`config.mk`:
```
export PLATFORM = sky130hd
export DESIGN_NAME = trapped_uart_access_line_buffer_top
export DESIGN_NICKNAME = d
export VERILOG_FILES = /design/src/rtl/core/tualb_pkg.sv /design/src/rtl/core/tualb_line_mem.sv /design/src/rtl/core/trapped_uart_access_line_buffer_top.sv
export SDC_FILE = /design/constraint.sdc
export NUM_CORES = 1
export LEC_CHECK = 0
export BUFFER_PORTS_ARGS = -buffer_cell sky130_fd_sc_hd__buf_4
export CAP_MARGIN = 20
export CORE_MARGIN = 2
export CORE_UTILIZATION = 25
export CTS_BUF_LIST = sky130_fd_sc_hd__clkbuf_2
export CTS_CLUSTER_DIAMETER = 30
export CTS_CLUSTER_SIZE = 20
export DETAILED_ROUTE_END_ITERATION = 6
export PLACE_DENSITY = 0.44
export SYNTH_ARGS = -nofsm -noshare
export SYNTH_HDL_FRONTEND = slang
export SYNTH_SLANG_ARGS = --single-unit
```
`constraint.sdc`:
```
create_clock -name clk -period 7.8 [get_ports clk]
set_clock_uncertainty 0.05 [all_clocks]
set_input_delay 0 -clock clk [delete_from_list [all_inputs] [get_ports clk]]
set_output_delay 0 -clock clk [all_outputs]
set_load 0.02 [all_outputs]
```
`src/rtl/core/tualb_pkg.sv`:
```
`timescale 1ns / 1ps
// Shared constants, types and helpers for the trapped UART access line buffer.
package tualb_pkg;

  localparam int DEVICES      = 4;
  localparam int LINE_DEPTH   = 32;
  localparam int WINDOW_BYTES = 4096;

  localparam int STORE_DEPTH = DEVICES * LINE_DEPTH;
  localparam int ADDR_W      = (STORE_DEPTH > 1) ? $clog2(STORE_DEPTH) : 1;
  localparam int CNT_W       = $clog2(LINE_DEPTH + 1);

  localparam logic [11:0] TX_REG       = 12'h040;
  localparam logic [11:0] TEST_REG     = 12'h0b4;
  localparam logic [63:0] TX_EMPTY_BIT = 64'h40;
  localparam logic [4:0]  ZERO_REG     = 5'h1f;
  localparam logic [7:0]  NEWLINE      = 8'h0a;

  typedef logic [CNT_W-1:0] cnt_t;
  typedef logic [ADDR_W-1:0] addr_t;

  typedef struct packed {
    logic       we;
    addr_t      waddr;
    logic [7:0] wdata;
    logic       re;
    addr_t      raddr;
  } mem_req_t;

  function automatic addr_t line_addr(input logic [1:0] dev, input cnt_t idx);
    line_addr = ADDR_W'(int'(dev) * LINE_DEPTH + int'(idx));
  endfunction

endpackage

```
`src/rtl/core/tualb_line_mem.sv`:
```
`timescale 1ns / 1ps
// Line store memory: one write port, one registered read port.
module tualb_line_mem (
  input  logic               clk,
  input  tualb_pkg::mem_req_t req,
  output logic [7:0]         rd_data
);

  logic [7:0] mem_r [tualb_pkg::STORE_DEPTH];
  logic [7:0] rd_data_r;

  always_ff @(posedge clk) begin
    if (req.we) begin
      mem_r[req.waddr] <= req.wdata;
    end
    if (req.re) begin
      rd_data_r <= mem_r[req.raddr];
    end
  end

  assign rd_data = rd_data_r;

endmodule

```
`src/rtl/core/trapped_uart_access_line_buffer_top.sv`:
```
`timescale 1ns / 1ps
// Top level: trapped UART access decode with per-device transmit line buffer.
// A request without a flush is decoded in S_DECODE, which registers its response.
// A flush of n bytes emits each byte through S_RD (one store read) and S_TX (one strobe),
// then the response from S_RESP; the single store read port sets this sequence.
// busy stays high until the final response; the receiver cannot stall the results.
// Reset clears the sequencer and all fill counts; line store contents are not cleared.
module trapped_uart_access_line_buffer_top (
  input  logic        clk,
  input  logic        rst_n,
  input  logic        start,
  output logic        busy,
  input  logic        in_op,
  input  logic [24:0] in_syndrome,
  input  logic [11:0] in_offset,
  input  logic [1:0]  in_device,
  input  logic [63:0] in_reg_value,
  output logic        out_valid,
  output logic        out_kind,
  output logic        out_handled,
  output logic        out_reg_write,
  output logic [63:0] out_reg_result,
  output logic [7:0]  out_tx_char,
  output logic [1:0]  out_tx_device,
  output logic        out_last
);

  localparam logic [2:0] S_IDLE   = 3'd0;
  localparam logic [2:0] S_DECODE = 3'd1;
  localparam logic [2:0] S_RD     = 3'd2;
  localparam logic [2:0] S_TX     = 3'd3;
  localparam logic [2:0] S_RESP   = 3'd4;

  logic [2:0]  state_r, state_nxt;
  logic        op_r, valid_r, wide_r;
  logic [4:0]  target_r;
  logic [11:0] off_r;
  logic [1:0]  dev_r;
  logic [31:0] rv_hi_r;
  logic [7:0]  rv_lo_r;

  tualb_pkg::cnt_t idx_r, idx_nxt;
  tualb_pkg::cnt_t len_r, len_nxt;
  tualb_pkg::cnt_t fill_r   [tualb_pkg::DEVICES];
  tualb_pkg::cnt_t fill_nxt [tualb_pkg::DEVICES];

  logic        out_valid_r, out_valid_nxt;
  logic        out_kind_r, out_kind_nxt;
  logic        out_handled_r, out_handled_nxt;
  logic        out_reg_write_r, out_reg_write_nxt;
  logic [63:0] out_reg_result_r, out_reg_result_nxt;
  logic [7:0]  out_tx_char_r, out_tx_char_nxt;
  logic [1:0]  out_tx_device_r, out_tx_device_nxt;
  logic        out_last_r, out_last_nxt;

  tualb_pkg::mem_req_t mem_req;
  logic [7:0]          mem_rd;

  logic            accept;
  logic            in_win, dev_ok, is_tx, flush;
  logic [7:0]      ch;
  tualb_pkg::cnt_t cnt_cur, cnt_clamp, cnt_inc;
  logic [63:0]     rd_result;

  assign busy   = (state_r != S_IDLE);
  assign accept = start && !busy;

  tualb_line_mem u_line_mem (
    .clk     (clk),
    .req     (mem_req),
    .rd_data (mem_rd)
  );

  // decode
  always_comb begin
    in_win  = (32'(off_r) < tualb_pkg::WINDOW_BYTES);
    dev_ok  = (32'(dev_r) < tualb_pkg::DEVICES);
    is_tx   = in_win && (off_r == tualb_pkg::TX_REG) && dev_ok;
    ch      = (target_r != tualb_pkg::ZERO_REG) ? rv_lo_r : 8'h00;
    cnt_cur = dev_ok ? fill_r[dev_r] : '0;
    cnt_clamp = (cnt_cur >= tualb_pkg::CNT_W'(tualb_pkg::LINE_DEPTH)) ?
                tualb_pkg::CNT_W'(tualb_pkg::LINE_DEPTH - 1) : cnt_cur;
    cnt_inc = cnt_clamp + tualb_pkg::CNT_W'(1);
    flush   = (ch == tualb_pkg::NEWLINE) ||
              (cnt_inc >= tualb_pkg::CNT_W'(tualb_pkg::LINE_DEPTH));
    rd_result = wide_r ? 64'h0 : {rv_hi_r, 32'h0};
    if (in_win && (off_r == tualb_pkg::TEST_REG)) begin
      rd_result = rd_result | tualb_pkg::TX_EMPTY_BIT;
    end
  end

  always_comb begin
    mem_req.we    = (state_r == S_DECODE) && valid_r && op_r && is_tx;
    mem_req.waddr = tualb_pkg::line_addr(dev_r, cnt_clamp);
    mem_req.wdata = ch;
    mem_req.re    = (state_r == S_RD);
    mem_req.raddr = tualb_pkg::line_addr(dev_r, idx_r);
  end

  // sequencer
  always_comb begin
    state_nxt          = state_r;
    idx_nxt            = idx_r;
    len_nxt            = len_r;
    fill_nxt           = fill_r;
    out_valid_nxt      = 1'b0;
    out_kind_nxt       = out_kind_r;
    out_handled_nxt    = out_handled_r;
    out_reg_write_nxt  = out_reg_write_r;
    out_reg_result_nxt = out_reg_result_r;
    out_tx_char_nxt    = out_tx_char_r;
    out_tx_device_nxt  = out_tx_device_r;
    out_last_nxt       = out_last_r;
    unique case (state_r)
      S_IDLE: begin
        if (accept) begin
          state_nxt = S_DECODE;
        end
      end
      S_DECODE: begin
        out_kind_nxt       = 1'b0;
        out_handled_nxt    = valid_r;
        out_reg_write_nxt  = 1'b0;
        out_reg_result_nxt = 64'h0;
        out_tx_char_nxt    = 8'h00;
        out_tx_device_nxt  = 2'd0;
        out_last_nxt       = 1'b1;
        out_valid_nxt      = 1'b1;
        state_nxt          = S_IDLE;
        if (valid_r && !op_r) begin
          out_reg_write_nxt  = 1'b1;
          out_reg_result_nxt = rd_result;
        end else if (valid_r && is_tx) begin
          if (flush) begin
            fill_nxt[dev_r] = '0;
            len_nxt         = cnt_inc;
            idx_nxt         = '0;
            out_valid_nxt   = 1'b0;
            state_nxt       = S_RD;
          end else begin
            fill_nxt[dev_r] = cnt_inc;
          end
        end
      end
      S_RD: begin
        state_nxt = S_TX;
      end
      S_TX: begin
        out_valid_nxt      = 1'b1;
        out_kind_nxt       = 1'b1;
        out_handled_nxt    = 1'b1;
        out_reg_write_nxt  = 1'b0;
        out_reg_result_nxt = 64'h0;
        out_tx_char_nxt    = mem_rd;
        out_tx_device_nxt  = dev_r;
        out_last_nxt       = 1'b0;
        idx_nxt            = idx_r + tualb_pkg::CNT_W'(1);
        state_nxt          = (idx_nxt == len_r) ? S_RESP : S_RD;
      end
      S_RESP: begin
        out_valid_nxt      = 1'b1;
        out_kind_nxt       = 1'b0;
        out_handled_nxt    = 1'b1;
        out_reg_write_nxt  = 1'b0;
        out_reg_result_nxt = 64'h0;
        out_tx_char_nxt    = 8'h00;
        out_tx_device_nxt  = 2'd0;
        out_last_nxt       = 1'b1;
        state_nxt          = S_IDLE;
      end
      default: begin
        state_nxt = S_IDLE;
      end
    endcase
  end

  always_ff @(posedge clk) begin
    if (!rst_n) begin
      state_r     <= S_IDLE;
      out_valid_r <= 1'b0;
      fill_r      <= '{default: '0};
    end else begin
      state_r     <= state_nxt;
      out_valid_r <= out_valid_nxt;
      fill_r      <= fill_nxt;
    end
  end

  // request capture and result payload
  always_ff @(posedge clk) begin
    if (accept) begin
      op_r     <= in_op;
      valid_r  <= in_syndrome[24];
      target_r <= in_syndrome[20:16];
      wide_r   <= in_syndrome[15];
      off_r    <= in_offset;
      dev_r    <= in_device;
      rv_hi_r  <= in_reg_value[63:32];
      rv_lo_r  <= in_reg_value[7:0];
    end
    idx_r            <= idx_nxt;
    len_r            <= len_nxt;
    out_kind_r       <= out_kind_nxt;
    out_handled_r    <= out_handled_nxt;
    out_reg_write_r  <= out_reg_write_nxt;
    out_reg_result_r <= out_reg_result_nxt;
    out_tx_char_r    <= out_tx_char_nxt;
    out_tx_device_r  <= out_tx_device_nxt;
    out_last_r       <= out_last_nxt;
  end

  assign out_valid      = out_valid_r;
  assign out_kind       = out_kind_r;
  assign out_handled    = out_handled_r;
  assign out_reg_write  = out_reg_write_r;
  assign out_reg_result = out_reg_result_r;
  assign out_tx_char    = out_tx_char_r;
  assign out_tx_device  = out_tx_device_r;
  assign out_last       = out_last_r;

endmodule

```
Yosys cells after proc, flatten, opt, wreduce, memory -nomap -nowiden
Memories as Yosys holds them, arrays and structs flattened. A register that Yosys moved wholly into a read port is not among the register bits.
Index checks and enable logic that the tools add are counted.
W data, S select, Z words.
{"block": "totals", "register_bits": 180, "latchBits": 0, "mem_bits_rw": 1024, "mem_bits_ro": 0, "in_bits": 107, "out_inout_bits": 80, "n_memories": 1}
{"memory": "u_line_mem.mem_r", "depth": 128, "word_bits": 8, "rd": 1, "rd_clocked_by_memory_dff": 1, "wr": 1, "line": "tualb_line_mem.sv:9", "rtl": "logic [7:0] mem_r [tualb_pkg::STORE_DEPTH];"}
{"block": "op_classes", "n_addsub": 4, "multipliers": 0, "div_mod_pow": 0, "order_cmp": 4, "n_eq_ne": 13, "shifts": 0, "mux": 36, "n_bitwise": 4, "reduce_logical": 20}
{"op": "$mux W64", "n": 2}
{"op": "$pmux W64 S2", "n": 1}
{"op": "$mux W6", "n": 7}
{"op": "$and A24 B24 Y24", "n": 1}
{"op": "$bwmux W24", "n": 1}
{"op": "$mux W24", "n": 1}
{"op": "$not A24 Y24", "n": 1}
{"op": "$pmux W8 S2", "n": 1}
{"op": "$add A7 B6 Y7", "n": 2}
{"op": "$add A6 B1 Y6 const B", "n": 2}
{"op": "$bmux W6 S2", "n": 1}
{"op": "$demux W6 S2", "n": 1}
{"op": "$eq A12 B7 Y1 const B", "n": 1}
{"op": "$eq A12 B8 Y1 const B", "n": 1}
{"op": "$ge A6 B6 Y1 const B", "n": 2}
{"op": "$pmux W3 S4", "n": 1}
{"op": "$pmux W6 S2", "n": 1}
{"op": "$pmux W1 S2", "n": 5}
{"op": "$eq A8 B4 Y1 const B", "n": 1}
{"op": "$mux W8", "n": 1}
{"op": "$reduce_and A4 Y1", "n": 2}
{"op": "$logic_and A1 B1 Y1", "n": 7}
{"op": "$mux W7", "n": 1}
{"op": "$eq A3 B2 Y1 const B", "n": 2}
{"op": "other kinds (21)", "n": 35}

Depth between registers and ports, before layout
Gate-level depths: netlist (run 1).
{"block": "depth", "word_depth": 13, "ltp_mapped": 10, "ltp_nobuf": 8}

Cells and area by module
Synthesis (run 1) repeated with hierarchy kept, for this count alone.
{"block": "hier_totals", "hier_cells": 2035, "area_unflattened_um2": 45742.6}
{"mod": "tualb_line_mem", "instances": 1, "cells_each": 1635, "area_each_um2": 39745.6, "seq_area_each_um2": 30989.7}
{"mod": "trapped_uart_access_line_buffer_top", "instances": 1, "cells_each": 400, "area_each_um2": 5997.0, "seq_area_each_um2": 4194.0}

Worst setup path after synthesis (run 1)
OpenSTA, ideal clock, no wires.
{"block": "synth_path", "path_type": "reg-to-reg", "from": "register state_r[1]", "to": "register dev_r[0], enable pin", "t_arrival_ns": 3.591, "required_ns": 7.268, "path_slack_ns": 3.676, "path_stages_with_launch": 4, "n_path_buf": 1, "path_cell_list": "dfxtp_1 -> clkbuf_1 -> or3_1 -> nor2_1"}
{"block": "synth_between", "elab_chain_len": 3}
{"element": "start: declaration", "line": "trapped_uart_access_line_buffer_top.sv:34", "rtl": "logic [2:0] state_r, state_nxt;"}
{"element": "start signal: assignment", "line": "trapped_uart_access_line_buffer_top.sv:183", "rtl": "state_r <= state_nxt;"}
{"element": "$reduce_bool A3 Y1", "line": "trapped_uart_access_line_buffer_top.sv:65", "rtl": "assign busy = (state_r != S_IDLE);"}
{"element": "net busy", "line": "trapped_uart_access_line_buffer_top.sv:12", "rtl": "output logic busy,"}
{"element": "$logic_not A1 Y1", "line": "trapped_uart_access_line_buffer_top.sv:66", "rtl": "assign accept = start && !busy;"}
{"element": "$logic_and A1 B1 Y1", "line": "trapped_uart_access_line_buffer_top.sv:66"}
{"element": "net accept", "line": "trapped_uart_access_line_buffer_top.sv:59", "rtl": "logic accept;"}
{"element": "end signal: assignment", "line": "trapped_uart_access_line_buffer_top.sv:197", "rtl": "dev_r <= in_device;"}
{"element": "end: declaration", "line": "trapped_uart_access_line_buffer_top.sv:38", "rtl": "logic [1:0] dev_r;"}
The timed path passes the listed nets, and every way through them passes these cells.
A chain may end at the register's enable or synchronous reset.

Worst setup path after layout (run 1)
{"block": "layout_path", "from": "register dev_r[0]", "to": "memory u_line_mem.mem_r[70][4], enable pin"}
{"block": "layout_between", "elab_chain_len": 7}
{"element": "$not A2 Y3 (implied by the code)", "line": "trapped_uart_access_line_buffer_top.sv:80", "rtl": "cnt_cur = dev_ok ? fill_r[dev_r] : '0;"}
{"element": "$bmux W6 S2", "line": "trapped_uart_access_line_buffer_top.sv:80"}
{"element": "$mux W6 (implied by the code) (2 in series)", "line": "trapped_uart_access_line_buffer_top.sv:80"}
{"element": "$ge A6 B6 Y1", "line": "trapped_uart_access_line_buffer_top.sv:81", "rtl": "cnt_clamp = (cnt_cur >= tualb_pkg::CNT_W'(tualb_pkg::LINE_DEPTH)) ?"}
{"element": "$mux W6", "line": "trapped_uart_access_line_buffer_top.sv:81"}
{"element": "$add A7 B6 Y7 *", "line": "tualb_pkg.sv:31", "rtl": "line_addr = ADDR_W'(int'(dev) * LINE_DEPTH + int'(idx));"}
{"element": "end: declaration", "line": "tualb_line_mem.sv:9"}
Mark *: on every way between the ends. The rest lies on a longest branch, timed or not. The select of a mux whose other input is x is not followed.

==> summary.txt, run 1 <==
Distinct cells, synth = 63
clock latency on the worst-skew pair = 1.63 ns
clock root cell = clkbuf_2
Slew @ Worst Pin = 1.22 ns
sequential area share after synthesis = 76.3%
Worst EP required = 8.92 ns
Sw Pwr = 2.99 mW
final core utilization = 30.6%
GPL Wtd Cong = 0.750
Post-synth EDFFs = 1,153
max frequency = 224 MHz
mux contribution to synthesized area = 10.9%
largest net degree at the start of global routing = 110
post-DP HPWL = 74,700 µm
GRT met1 Usage = 17.7%
CTS tree = done
Post-CTS Hold Buffers = 254
initial antenna violation count = 10
Iter 0 DRT Violations = 1,986
number of gates resized after cts = 0
layout cell share with drive strength beyond 1 = 20.7%
TritonCTS buffer count = 292
most used routing layer = met2
Max clock buf depth = 4
Synth Area in Simple Gates = 4.95%
clock power share = 42.1%
Post-Syn Instances = 2,631
GRT Util Overall = 13.5%
status = finished, final reports clean
Initial Utilization = 25.2%
CP Class = reg2reg
met2 usage = 22.0%
DRC = 0
Pwr Density = 229 mW/mm²
commonest non-fill, non-tap cells in the layout = edfxtp_1, mux2i_1, clkbuf_2
Final ANT Viol Nets = 0
Clk pin slew, worst setup/hold paths = 0.11 ns
Most used DFF post-synth = edfxtp_1
Via Count = 25,673
internal power = 9.81 mW
nets = 3,301
first-pass GRT wire length = 183,000 µm
Die Ht = 434 µm
Port-buffer cells = 113
H-tree levels = 5
CP max FO = 17
Sw Ratio = 23.3%
WL final = 128,000 µm
drt pass-1 iters = 6
drt via density = 4.38
Max-Cap Viols = 0
setup repair bufs after CTS = 0
Seq pwr share = 54.8%
leading cell type in the layout, fill and taps excluded = edfxtp_1
main combinational cell family by area after synthesis = multiplexers
final period utilization = 57.1%
Die W = 434 µm
die area = 0.188 mm²
post-synthesis adder-cell area fraction = 0.108%
Compound-Gate Fraction of Synth Area = 5.41%
Rows = 157
Pins Over Slew Limit = 0
CORE AREA = 0.183 mm²
Peak VDD IR = 0.112 mV
TNS Setup = 0 ns
Final min period = 4.46 ns
GRT met3 Usage = 3.09%
Comb pwr share = 3.1%
# IOs = 187
Layout area overhead = 21.4%
Pleak = 21.0 nW
total grt overflow = 0
number of global-route vias before repair = 26,478
cell area after synthesis = 0.0461 mm²
Final Hold Fails = 0
synthesized area per cell = 17.5 µm²
Async SR Flop Fraction = 0%
RSZ-0062 raised after global routing = false
CP endpoint kind = register
max_slew headroom = 18.7%
Synth Area in XOR/XNOR = 0.304%
class of the worst hold path = in2reg
WL/cell = 21.8 µm
YS warnings = 0
Clock Sinks = 1,181
CP Data Arrival Time = 5.58 ns
Worst setup SP type = register
Setup-failing EPs final = 0
synthesized flop and latch total = 1,181
## Yosys cell counts (all sizes together) (42+ instances only)
cell type | count | area share [%]
a211oi | 60 | 1.1
edfxtp | 1153 | 75
nor2 | 149 | 1.2
and2 | 44 | 0.60
clkbuf | 69 | 0.56
buf | 112 | 1.4
a22oi | 176 | 2.9
o21ai | 50 | 0.54
nor3 | 42 | 0.48
nor2b | 46 | 0.62
mux2i | 415 | 9.0
nand2 | 42 | 0.36
## final timing paths
check	from	endpoint	slack, ns	cells past startpoint
worst max-delay path	dev_r[0]$_DFFE_PP_	u_line_mem.mem_r[70][4]$_DFFE_PP_	3.34	6
worst min-delay path	start	state_r[0]$_SDFFE_PN0P_	0.37	5
worst max register to register	dev_r[0]$_DFFE_PP_	u_line_mem.mem_r[70][4]$_DFFE_PP_	3.34	6
worst min register to register	fill_r[22]$_SDFFE_PN0P_	fill_r[22]$_SDFFE_PN0P_	0.43	2
## per-layer routing
metal,share of wire [%],vias to the layer above
li1,-,11670
met1,44,13100
met2,48,697
met3,5.3,202
met4,2.3,4
met5,0.021,-
## state kept, by name, indices dropped and copies added, names as in the netlist, 8 cells and up
signal and count:
rv_hi_r 32, fill_r 24, out_reg_result 33, rv_lo_r 8, u_line_mem.rd_data 8, off_r 12, u_line_mem.mem_r 1024, out_tx_char 8
## worst max-delay path, cell delays in order (launching register included)
cell,delay (ns)
edfxtp_1,0.85
mux4_2,0.75
nor2_1,0.30
inv_2,0.09
nor3_4,0.27
nand3_2,0.78
nor2_1,0.98
## cells by family (layout without fill, tap and decap cells)
logic type / count (synthesis) / after routing
flops: 1181 / 1181
mux: 454 / 454
simple gates: 436 / 436
compound gates: 349 / 349
buf+inv: 190 / 926
xor+xnor: 16 / 16
fa+ha+maj: 4 / 4
other cells: 1 / 38
## power by group through the flow
stage / Sequential [mW] / Clock [mW] / Combinational, mW
4_1_cts: 7.01 / 5.55 / 0.399
5_1_grt: 7.02 / 5.87 / 0.430
3_5_place_dp: 7.16 / 0 / 0.298
6_report: 7.01 / 5.39 / 0.399
3_3_place_gp: 7.16 / 0 / 0.294
2_1_floorplan: 7.17 / 0 / 0.133
## stage by stage
stage	cells	power [mW]	hold WS, ns	worst slack (ns)	instance area (µm²)
5_1_grt	5864	13.3	0.220	3.17	56000
3_3_place_gp	5102	7.45	0.129	3.30	49800
4_1_cts	5858	13.0	0.0464	3.27	55900
6_report	5868	12.8	0.369	3.34	56000
2_1_floorplan	2662	7.30	0.0489	3.68	46300
3_5_place_dp	5102	7.45	0.129	3.28	49800
## layout make-up
type                       instances  area, µm²
tap                             2464       3080
clock buffer                     333       1670
sequential                      1181      35200
clock inverter                   169       1940
timing repair buffer             415       3840
multi-input combinational       1291      10200
antenna                            6       15.0
fill                           18110     127000
inverter                           9       33.8
No activity file was read; power rests on OpenSTA's default activity.
==> run 2: changes to the inputs <==
--- a/config.mk
+++ b/config.mk
@@ -5,6 +5,7 @@
 export SDC_FILE = /design/constraint.sdc
 export NUM_CORES = 1
 export LEC_CHECK = 0
+export ABC_AREA = 1
 export BUFFER_PORTS_ARGS = -buffer_cell sky130_fd_sc_hd__buf_4
 export CAP_MARGIN = 20
 export CORE_MARGIN = 2
==> constraint.sdc (replaced) <==
create_clock -name clk -period 4.4 [get_ports clk]
set_clock_uncertainty 0.05 [all_clocks]
set_input_delay 0 -clock clk [delete_from_list [all_inputs] [get_ports clk]]
set_output_delay 0 -clock clk [all_outputs]
set_load 0.02 [all_outputs]
==> run 2 against run 1 <==
- critical path depth rose by 2
- die area rose by 3.8%
- cell count rose by 24%
- maximum frequency rose by 21%
- first-iteration DRC count rose by 26%
- largest power group unchanged
- clock power rose by 73%
- core utilization barely moved
- sequential power rose by 78%
==> summary.txt, run 2 <==
Biggest register = u_line_mem.mem_r
commonest non-fill, non-tap cells in the layout = edfxtp_1, nand2_1, nand3_1
WP buf/inv = 1 (unchanged)
CP Class = reg2reg
leading cell type in the layout, fill and taps excluded = edfxtp_1
Rows = 160 (+1.9%)
post-route cell area = 0.0582 mm² (+3.9%)
Largest register FFs = 1,024 (unchanged)
nets = 4,680 (+42%)
setup repair bufs after CTS = 0 (unchanged)
DRC = 0 (unchanged)
Max-Cap Viols = 0 (unchanged)
RR Startpoint = dev_r[0]$_DFFE_PP_
Post-CTS Hold Buffers = 257 (+1.2%)
Distinct cells, synth = 40 (-37%)
synthesized area per cell = 11.8 µm² (-33%)
drt pass-1 iters = 5 (-1)
WL/cell = 19.2 µm (-12%)
Setup-failing EPs final = 0 (unchanged)
layout cell share with drive strength beyond 1 = 15.0% (-5.7 points)
Port-buffer cells = 113 (unchanged)
Final ANT Viol Nets = 0 (unchanged)
post-DP HPWL = 75,200 µm (+0.77%)
Async SR Flop Fraction = 0% (unchanged)
YS warnings = 0 (unchanged)
Synth area leaders = edfxtp_1, nand3_1, nand2_1
CP max FO = 14 (-3)
Inst Count DP = 6,581 (+29%)
GPL Wtd Cong = 0.758 (+1.0%)
Die W = 442 µm (+1.9%)
Max clock buf depth = 3 (-1)
Post-Syn Instances = 4,062 (+54%)
class of the worst hold path = reg2reg
Most used DFF post-synth = edfxtp_1
Layout area overhead = 21.4% (about the same)
Peak VDD IR = 0.345 mV (+210%)
die area = 0.195 mm² (+3.8%)
Slew @ Worst Pin = 1.12 ns (-0.0956 ns)
number of gates resized after cts = 0 (unchanged)
max_slew headroom = 25.1% (+6.4 points)
Pleak = 20.9 nW (-0.82%)
RSZ-0062 raised after global routing = false
Pins Over Slew Limit = 0 (unchanged)
synthesized flop and latch total = 1,181 (unchanged)
max incr delay on CP = 0.77 ns (-0.21 ns)
Worst setup SP type = register
GRT Util Overall = 14.1% (+0.54 points)
Die Ht = 442 µm (+1.9%)
crit path from = dev_r[0]$_DFFE_PP_
Synth top area share = 72.3% (-2.8 points)
CP endpoint kind = register
Clk pin slew, worst setup/hold paths = 0.17 ns (+0.06 ns)
Synth area leader = edfxtp_1
H-tree levels = 4 (-1)
Final min period = 3.69 ns (-0.765 ns)
CP Data Arrival Time = 4.93 ns (-0.65 ns)
WL final = 140,000 µm (+9.5%)
CTS tree = done
drt via density = 4.43 (+1.3%)
Placement Cell Area = 0.0521 mm² (+4.8%)
Critical Path Slowest Stage Cell = nor2_1
status = finished, final reports clean
Pwr Density = 388 mW/mm² (+70%)
# IOs = 187 (unchanged)
cell area after synthesis = 0.0479 mm² (+3.9%)
largest net degree at the start of global routing = 148 (+35%)
count leader, synth = edfxtp_1
Via Count = 32,339 (+26%)
total grt overflow = 0 (unchanged)
sequential area share after synthesis = 73.4% (-2.8 points)
fin cells = 7,295 (+24%)
Worst path top cell family by delay = simple AND/OR/NAND/NOR gates
final period utilization = 83.9% (+27 points)
max frequency = 271 MHz (+21%)
Worst Hold Launch = fill_r[17]$_SDFFE_PN0P_
first-pass GRT wire length = 207,000 µm (+13%)
Iter 0 DRT Violations = 2,493 (+26%)
crit-path cells = inv_1 > nand3_1 > nand2_2 > nor2_8 > nand2_2 > nor2_1 > nand2_1 > nor2_1
clock root cell = clkbuf_2
TNS Setup = 0 ns (unchanged)
TritonCTS buffer count = 240 (-18%)
synth cell count leaders = edfxtp_1, nand2_1, nand3_1
Worst EP required = 5.64 ns (-3.28 ns)
Final Hold Fails = 0 (unchanged)
Initial Utilization = 25.2% (about the same)
clock latency on the worst-skew pair = 1.75 ns (+0.12 ns)
initial antenna violation count = 3 (-7)
Post-synth EDFFs = 1,153 (unchanged)
CORE AREA = 0.190 mm² (+3.9%)
Clock Sinks = 1,181 (unchanged)
number of global-route vias before repair = 32,121 (+21%)
-- run 2: cell types whose count changed after synthesis, sizes merged, moves of 44 or more --
cell / previous run / this run
nand2: 42 / 1144
nand3: 28 / 918
mux2i: 415 / 0
a22oi: 176 / 0
inv: 9 / 120
nor2: 149 / 250
buf: 112 / 184
a211oi: 60 / 0
nor2b: 46 / 0
and2: 44 / 0
-- run 2: cell type report --
cell class	count	area (µm²)
diodes	3	7.51
multi-input cells	2517	11100
flip-flops and latches	1181	35200
fillers	19285	132000
inverters	123	479
well taps	2511	3140
repair buffers	506	4770
clock buffers	275	1380
clock inverters	179	2080
-- run 2: logic make-up after synthesis --
kind of cell,share of synthesized area [%]
AND/OR/NAND/NOR,21.0
flip-flops,73.4
buffers and inverters,3.71
AO/OA/AOI/OAI,1.59
XOR/XNOR,0.165
adder cells (fa/ha/maj),0.104
other,0.00783
-- run 2: worst paths after layout --
kind	slack (ns)	endpoint	cells past startpoint
max reg2reg	0.71	u_line_mem.mem_r[1][2]$_DFFE_PP_	8
min reg2reg	0.41	fill_r[17]$_SDFFE_PN0P_	2
max	0.71	u_line_mem.mem_r[1][2]$_DFFE_PP_	8
min	0.41	fill_r[17]$_SDFFE_PN0P_	2
-- run 2: power by group --
part           total, mW  internal [mW]  leakage [nW]  switching, mW
sequential          12.5           12.4          10.6         0.0266
combinational      0.786          0.273          8.14          0.512
clock               9.30           4.47          2.08           4.83
total               22.6           17.2          20.9           5.37
-- run 2: worst reg2reg max path, delay by kind of cell (launching register included) --
family / cells / cell delay (ns)
buf+inv: 1 / 0.26
simple gates: 7 / 2.19
flops: 1 / 0.76
-- run 2: metal layers --
layer	GRT usage [%]	vias to the layer above	routed length, µm
li1	-	15374	-
met1	19.1	15703	63300
met2	22.4	1035	65100
met3	2.80	227	8480
met4	4.84	0	3460
met5	0	-	0
-- run 2: metrics by stage --
step	power (mW)	utilization, %	setup WS, ns	hold slack (ns)
final	22.6	30.6	0.709	0.406
after global routing	23.4	30.6	0.406	0.366
after CTS	22.8	30.6	0.639	0.155
after detailed placement	13.3	27.4	0.829	0.129
after global placement	13.3	27.4	0.872	0.128
after floorplan	13.0	-	0.0563	0.0489
